==> src/hw/rtl/modexp_pkg.sv <==
// ----------------------------------------------------------------------------
// Modular exponentiation package
// Field widths, modulus constants, controller states and the command and
// status bundles that join the controller and the datapath.
// ----------------------------------------------------------------------------
`timescale 1ns / 1ps

package modexp_pkg;

    localparam int BASE_W  = 30;
    localparam int EXPN_W  = 32;
    localparam int POWER_W = 30;
    localparam int PROD_W  = 60;
    localparam int QEST_W  = 31;
    localparam int Q2_W    = 62;
    localparam int RED_W   = 32;

    localparam logic [POWER_W-1:0] PRIME_MOD = 30'd998244353;
    localparam logic [RED_W:0]     PRIME_1X  = 33'd998244353;
    localparam logic [RED_W:0]     PRIME_2X  = 33'd1996488706;
    localparam logic [POWER_W-1:0] ONE_VAL   = 30'd1;

    // floor(2^60 / p) for the Barrett quotient estimate
    localparam logic [QEST_W-1:0] BARRETT_M =
        QEST_W'((64'd1 << 60) / 64'd998244353);

    typedef enum logic [2:0] {
        S_IDLE,
        S_MUL,
        S_QEST,
        S_QMUL,
        S_FIX,
        S_EMIT
    } t_state;

    typedef struct packed {
        logic load;
        logic mul;
        logic qest;
        logic qmul;
        logic fix;
        logic emit;
    } t_dp_cmd;

    typedef struct packed {
        logic exp_zero;
    } t_dp_sts;

endpackage

==> src/hw/rtl/modexp_ctrl.sv <==
// ----------------------------------------------------------------------------
// Modular exponentiation controller
// Sequences load, the four reduction steps of each exponent bit and the
// write of the output register; owns both channel handshakes.
// ----------------------------------------------------------------------------
`timescale 1ns / 1ps

module modexp_ctrl (
    input  logic                 i_clk,
    input  logic                 i_rst_n,
    input  logic                 i_in_valid,
    output logic                 o_in_ready,
    output logic                 o_out_valid,
    input  logic                 i_out_ready,
    input  modexp_pkg::t_dp_sts  i_sts,
    output modexp_pkg::t_dp_cmd  o_cmd
);
    import modexp_pkg::*;

    t_state  r_state;
    t_state  n_state;
    logic    r_out_valid;
    logic    n_out_valid;
    t_dp_cmd cmd;
    logic    out_free;

    assign out_free = !r_out_valid || i_out_ready;

    always_comb begin
        n_state = r_state;
        case (r_state)
            S_IDLE: begin
                if (i_in_valid) begin
                    n_state = S_MUL;
                end
            end
            S_MUL: begin
                n_state = i_sts.exp_zero ? S_EMIT : S_QEST;
            end
            S_QEST: begin
                n_state = S_QMUL;
            end
            S_QMUL: begin
                n_state = S_FIX;
            end
            S_FIX: begin
                n_state = S_MUL;
            end
            S_EMIT: begin
                if (out_free) begin
                    n_state = S_IDLE;
                end
            end
            default: begin
                n_state = S_IDLE;
            end
        endcase
    end

    always_comb begin
        cmd        = '0;
        o_in_ready = 1'b0;
        case (r_state)
            S_IDLE: begin
                o_in_ready = 1'b1;
                cmd.load   = i_in_valid;
            end
            S_MUL: begin
                cmd.mul = !i_sts.exp_zero;
            end
            S_QEST: begin
                cmd.qest = 1'b1;
            end
            S_QMUL: begin
                cmd.qmul = 1'b1;
            end
            S_FIX: begin
                cmd.fix = 1'b1;
            end
            S_EMIT: begin
                cmd.emit = out_free;
            end
            default: begin
                cmd = '0;
            end
        endcase
    end

    assign n_out_valid = cmd.emit || (r_out_valid && !i_out_ready);

    always_ff @(posedge i_clk) begin
        if (!i_rst_n) begin
            r_state     <= S_IDLE;
            r_out_valid <= 1'b0;
        end else begin
            r_state     <= n_state;
            r_out_valid <= n_out_valid;
        end
    end

    assign o_out_valid = r_out_valid;
    assign o_cmd       = cmd;
endmodule

==> config.mk <==
export PLATFORM = sky130hd
export DESIGN_NAME = modexp_ctrl
export DESIGN_NICKNAME = d
export VERILOG_FILES = /design/src/hw/rtl/modexp_pkg.sv /design/src/hw/rtl/modexp_ctrl.sv
export SDC_FILE = /design/constraint.sdc
export NUM_CORES = 1
export LEC_CHECK = 0
export CAP_MARGIN = 20
export CORE_AREA = 3 3 40 42
export CTS_BUF_LIST = sky130_fd_sc_hd__clkbuf_4 sky130_fd_sc_hd__clkbuf_8
export DETAILED_ROUTE_END_ITERATION = 12
export DIE_AREA = 0 0 43 45
export DONT_BUFFER_PORTS = 1
export PLACE_DENSITY = 0.34
export REMOVE_ABC_BUFFERS = 1
export SLEW_MARGIN = 20
export SYNTH_ARGS = -nofsm -noshare
export SYNTH_HDL_FRONTEND = slang
export SYNTH_SLANG_ARGS = --single-unit
==> constraint.sdc <==
create_clock -name i_clk -period 0.9 [get_ports i_clk]
set_input_delay 0.18 -clock i_clk [delete_from_list [all_inputs] [get_ports i_clk]]
set_output_delay 0.18 -clock i_clk [all_outputs]
set_load 0.005 [all_outputs]
Word level (Yosys, flattened, before mapping):

Index checks and enable logic that the tools add are counted.

* register bits after elaboration: 4
* output and inout bits: 8

* equal/unequal tests: 7
* mux-type cells: 11
* reductions and logical operators: 8

Operators with widths (number)
* 3-bit case mux with 6 select lines: 1
* 3-bit two-way mux: 3
* 1-bit two-way mux: 7
* 3-bit by 2-bit equality test with 1-bit output (second input constant): 2
* 3-bit equality test (second input constant): 2
* 2-bit != test (second input constant): 2
* 3-bit by 1-bit equality test with 1-bit output (second input constant): 1
* 1-bit logical NOT: 3
* 3-bit logical NOT: 1
* 1-bit logical OR: 2
* 2-bit AND reduction: 1
* 1-bit logical AND: 1

Longest topological paths before layout:

Gate-level depths: netlist of run 1.

* depth after elaboration: 4
* depth in mapped cells: 4
* depth with buffers taken out: 3

Least setup slack after synthesis of run 1:

Ideal clock, no wire load.

* path type: register to output
* start: reg r_state[2]
* end: out o_cmd[5] (netlist name)
* arrival: 845 ps
* setup slack: -125 ps
* stages on the path, launching flop included: 4
* cell sequence: dfxtp_1 > buf_6 > nor3_1 > and2_1

RTL lines
* start: declaration: line modexp_ctrl.sv:20 `t_state r_state;`
* start signal: assignment: line modexp_ctrl.sv:96 `r_state <= n_state;`
* end: declaration: line modexp_ctrl.sv:16 `output modexp_pkg::t_dp_cmd o_cmd`

==> results.toml, run 1 <==
[sta]
skew_ns = 0.00112
rsz0062_at_grt = "yes"
whs_ns = 0.0648
worstMarginPinSlew_ns = 0.289
setup_viol = 10
clock.fmax_mhz = 865
timing.final.crit_share_pct = 129
slew_violations = 0
final_hold_viol_count = 0
setup_tns_ns = -1.95
worst_slack_ns = -0.257
relSlewSlack_pct = 80.7
period_needed_ns = 1.16

[pwr]
power.density_nw_per_um2 = 1400
swShare_pct = 26.2
sequentialPowerShare_pct = 36.9
p_leak_nw = 0.163
power_frac_comb_pct = 26.3
ir_worst_vdd_v = 0.000378
power_switching_mw = 0.155
intPower_mw = 0.437
pwr-share-clk_pct = 36.8

[cells_and_area]
post-route-cell-area_sq_um = 423
n_antenna_cell = 0
area_growth_pct = 50.9
final_nets = 44
final_layout_size_suffix_gt1_share_pct = 64.9

[global_route]
first_global_vias = 247
grt_pass1_wl_microns = 1060
grt_max_degree = 11
grt-ovfl-total = 0
grt_use_total_pct = 7.92
antenna_found_initial = 0

[critical_path]
cp.arrival_ns = 0.98
critPathMaxFanout = 8
r2r-start = "r_state[2]"
crit_start = "r_state[1]"
required_ns = 0.72
startpoint_type = "register"
cp-end-kind = "output pin"
criticalPathCategory = "register to output pin"

[cts]
clock_tree.buffer_depth = 2
cts_tree = "built"
clk_pin_slew_worst_paths_ns = 0.04
root_buffer = "clkbuf_4"
cts.sinks = 4
clk_latency_ns = 0.23
ctsHoldBuffers = 0
cts_buffers = 3
cts_max_level = 1

[placed_design]
placed_area_sq_um = 288
dp_hpwl_microns = 464
port_buffers = 0
gp_congestion = 0.647

[synth]
ys_seq_area_share_pct = 28.6
syn_area_sq_um = 280
postSynthCellCount = 28
yosysUniqueCellTypes = 20
avgSynthCellArea_sq_um = 10.0
ys_ff_latch = 4
yosys_warnings = 0

[hold_path]
worstHoldPathType = "input port to register"
min_from = "i_rst_n"

[floorplanning]
start_util_pct = 21.8
rows = 13
die_w_microns = 43
core-area_sq_um = 1280
dieArea_sq_um = 1940
io_pins = 13
die_y_microns = 45

[drt]
detail_route.first_pass.iterations = 2
wl_met3_microns = 51
via_per_inst = 4.52
antenna_left = 0
met2WireLength_microns = 406
vias = 235
drt_iter0_drc = 3
wl_per_cell_microns = 13.3
drc = 0
wl_microns = 694
top_layer_used = "met3"
wl_met1_microns = 236

[run_status]
violations = "negative setup slack"
status = "finished with violations"

[run]
maxCapViolCount = 0
[per-stage QoR]
stage	setup WS, ns	util [%]	instances	power (mW)
6_report	-0.257	32.9	52	0.592
2_1_floorplan	-0.172	-	25	0.276
3_3_place_gp	-0.171	22.4	43	0.305
3_5_place_dp	-0.191	22.4	43	0.308
4_1_cts	-0.269	30.4	49	0.583
5_1_grt	-0.313	32.9	52	0.638
[logic make-up (layout without fill, tap and decap cells)]
kind of cell | after synthesis | count (layout) | synth area share, %
flops | 4 | 4 | 28.6
compound gates | 5 | 5 | 13.8
buf+inv | 3 | 12 | 12.1
simple gates | 16 | 16 | 45.5
[synthesized netlist by cell type]
cell type / instances / area (sq um)
nor3b_1: 1 / 7.51
and3b_1: 1 / 8.76
dfxtp_1: 4 / 80.1
and3_1: 1 / 6.26
nor3b_2: 1 / 12.5
nand2b_2: 1 / 8.76
nand3b_1: 1 / 7.51
o22ai_1: 1 / 6.26
nor4b_4: 1 / 23.8
nor3_1: 3 / 15.0
a21oi_2: 1 / 8.76
o31a_1: 1 / 8.76
o21a_1: 1 / 7.51
and2_1: 1 / 6.26
nor2_1: 2 / 7.51
a21boi_0: 1 / 7.51
nand2_1: 1 / 3.75
nor2b_1: 1 / 6.26
nand2b_4: 1 / 13.8
buf_6: 3 / 33.8
[power groups by stage]
stage | sequential (mW) | clock, mW | combinational, mW
floorplan | 0.217 | 0 | 0.0586
global placement | 0.216 | 0 | 0.0889
detailed placement | 0.217 | 0 | 0.0912
CTS | 0.222 | 0.233 | 0.128
global route | 0.220 | 0.249 | 0.169
finish | 0.219 | 0.218 | 0.156
[final timing paths]
path / to / slack (ns) / cells after the start
hold / removal: r_state[1] / 0.06 / 1
setup / recovery: o_cmd[4] / -0.26 / 2
setup reg to reg: r_state[0] / -0.19 / 5
hold reg to reg: o_out_valid / 0.56 / 2
[state kept, by name (all words and copies together), names as in the netlist]
name / cells
r_state: 3
o_out_valid: 1
[worst max-delay path: stages, from the launching register on]
cell	delay (ns)
dfxtp_2	0.32
buf_6	0.14
nor4b_4	0.29
[routing by layer]
layer | GRT usage [%] | vias to the layer above
met1 | 6.54 | 111
met5 | 0 | -
li1 | - | 118
met2 | 13.5 | 6
met3 | 4.38 | 0
met4 | 7.23 | 0
[cell usage in the layout (no fill, tap or decap), types with 2 or more instances in the layout]
cell type and count:
nor2_1 2, buf_4 4, buf_6 5, clkbuf_4 3, nor3b_4 2, dfxtp_4 2
[timing repair]
item	in CTS	in global routing
gates resized for setup	16	2
endpoints found under the setup margin	11	10
pin swaps	6	3
setup buffers	3	3
[layout make-up]
class / instances / area (sq um)
Clock buffer: 3 / 22.5
Multi-Input combinational cell: 21 / 206
Sequential cell: 4 / 88.8
Tap cell: 15 / 18.8
Fill cell: 132 / 862
Timing Repair Buffer: 9 / 86.3
No activity file was read; power rests on OpenSTA's default activity.
==> run 2: changes to the inputs <==
--- a/config.mk
+++ b/config.mk
@@ -11,7 +11,7 @@
 export DETAILED_ROUTE_END_ITERATION = 12
 export DIE_AREA = 0 0 43 45
 export DONT_BUFFER_PORTS = 1
-export PLACE_DENSITY = 0.34
+export PLACE_DENSITY = 0.45
 export REMOVE_ABC_BUFFERS = 1
 export SLEW_MARGIN = 20
 export SYNTH_ARGS = -nofsm -noshare
==> run 2 against run 1 <==
Effect of this change:
- register-to-register slack about the same
- highest routed layer unchanged
- core utilization fell by 4.7 points
- sequential cell count unchanged
- final area fell by 14%
- combinational power down 28%
- the run still ends with negative setup slack left
- sequential power rose by 2%
- largest cell class unchanged
- count of clock-buffer cells in the layout is the same
- worst setup slack got worse by 0.0065 ns
- clock skew barely moved
- fmax down 0.56%
==> results.toml, run 2 (same netlist as run 1, synthesis figures left out) <==
[run_status]
status = "finished with violations"
violations = "negative setup slack"

[critical_path]
critPathMaxStageDelay_ns = 0.35
critPathTopFamily = "flip-flops"
criticalPathCategory = "register to output pin"
cp.arrival_ns = 0.98
cp-end-kind = "output pin"
startpoint_type = "register"
critPathMaxFanout = 7
crit_chain = "buf_6 -> nor3_4 -> and2_4"
critPathBufInv = 1
cpMaxStageDelayCell = "dfxtp_4"
required_ns = 0.72

[cells_and_area]
final_common_cell = "buf_4"
final_layout_size_suffix_gt1_share_pct = 57.6
final_nets = 40
n_antenna_cell = 0
top_register = "r_state"
final_cells = 48
largest_reg_flops = 3
layout_common_cells = "4 x buf_4, 3 x clkbuf_4, 3 x dfxtp_4"
utilization_pct = 28.2
area_growth_pct = 29.5
num-fill-cells = 143

[global_route]
met1_usage_pct = 3.84
antenna_found_initial = 0
grt_use_total_pct = 6.07
grt-ovfl-total = 0
grt_max_degree = 11
first_global_vias = 223
grt_pass1_wl_microns = 807
busiest_layer = "met2"
met3_usage_pct = 3.19
use_met2_pct = 11.1

[floorplanning]
io_pins = 13
dieArea_sq_um = 1940
die_y_microns = 45
die_w_microns = 43
core-area_sq_um = 1280
start_util_pct = 21.8
rows = 13

[placed_design]
gp_congestion = 0.641
port_buffers = 0
dp_cells = 44

[pwr]
power_frac_comb_pct = 20.5
p_leak_nw = 0.136
pwr-share-clk_pct = 38.7
swShare_pct = 24.4
power_switching_mw = 0.133
power.density_nw_per_um2 = 1510
sequentialPowerShare_pct = 40.9
intPower_mw = 0.414
ir_worst_vdd_v = 0.000381

[drt]
drc = 0
detail_route.first_pass.iterations = 1
drt_iter0_drc = 0
wl_per_cell_microns = 11.0
antenna_left = 0
via_per_inst = 4.46
wl_microns = 528
vias = 214

[cts]
ctsHoldBuffers = 0
root_buffer = "clkbuf_4"
cts_max_level = 1
clk_latency_ns = 0.23
clock_tree.buffer_depth = 2
clk_pin_slew_worst_paths_ns = 0.04
cts.sinks = 4
cts_tree = "built"
cts_buffers = 3

[sta]
period_needed_ns = 1.16
slew_violations = 0
timing.final.crit_share_pct = 129
skew_ns = 0.00111
rsz0062_at_grt = "yes"
final_hold_viol_count = 0
worstMarginPinSlew_ns = 0.256
setup_viol = 9
relSlewSlack_pct = 82.9
worst_slack_ns = -0.263
clock.fmax_mhz = 860

[run]
maxCapViolCount = 0

[hold_path]
worstHoldPathType = "input port to register"
==> run 2: metal layers <==
layer  share of wire, %  vias to the layer above
met1                 32                       96
met4                  0                        0
met5                  0                        -
met3                9.7                        0
met2                 58                        6
li1                   -                      112
==> run 2: power groups by stage <==
stage / Clock (mW) / Combinational (mW) / Sequential (mW)
detailed placement: 0 / 0.0904 / 0.220
global route: 0.232 / 0.120 / 0.228
global placement: 0 / 0.0907 / 0.219
floorplan: 0 / 0.0586 / 0.217
CTS: 0.228 / 0.100 / 0.218
finish: 0.212 / 0.112 / 0.224
==> run 2: repair_timing <==
item,4_1_cts,5_1_grt
pin swaps,3,3
setup endpoints to repair,11,9
setup buffers,1,0
resized for setup,9,3
==> run 2: layout make-up <==
cell class / instances / area, sq um / share of cell area, %
clock buffer: 3 / 22.5 / 6.21
multi-input combinational: 21 / 189 / 52.1
sequential: 4 / 91.3 / 25.2
tap: 15 / 18.8 / 5.17
timing repair buffer: 5 / 41.3 / 11.4
==> run 2: worst reg2reg max path: stages, from the launching register on <==
cell and delay, ns:
dfxtp_4 0.35, buf_6 0.12, buf_4 0.13, nor2_2 0.09, nor3_1 0.05, o31a_1 0.23
==> run 2: worst paths after layout <==
| kind | from | endpoint | slack [ns] | cells past startpoint |
|---|---|---|---|---|
| hold / removal | i_rst_n | r_state[1] | 0.07 | 1 |
| setup / recovery | r_state[1] | o_cmd[5] | -0.26 | 3 |
| hold reg to reg | o_out_valid | o_out_valid | 0.54 | 2 |
| setup reg to reg | r_state[1] | r_state[0] | -0.18 | 5 |
==> run 2: through the flow <==
step	worst slack (ns)	total power, mW	setup TNS (ns)	area [sq um]	hold slack (ns)
5_1_grt	-0.303	0.580	-2.11	363	0.0712
6_report	-0.263	0.548	-1.70	363	0.0666
3_5_place_dp	-0.179	0.310	-1.27	295	0.303
3_3_place_gp	-0.180	0.310	-1.26	295	0.306
2_1_floorplan	-0.172	0.276	-0.598	246	0.298
4_1_cts	-0.275	0.547	-1.82	348	0.0544
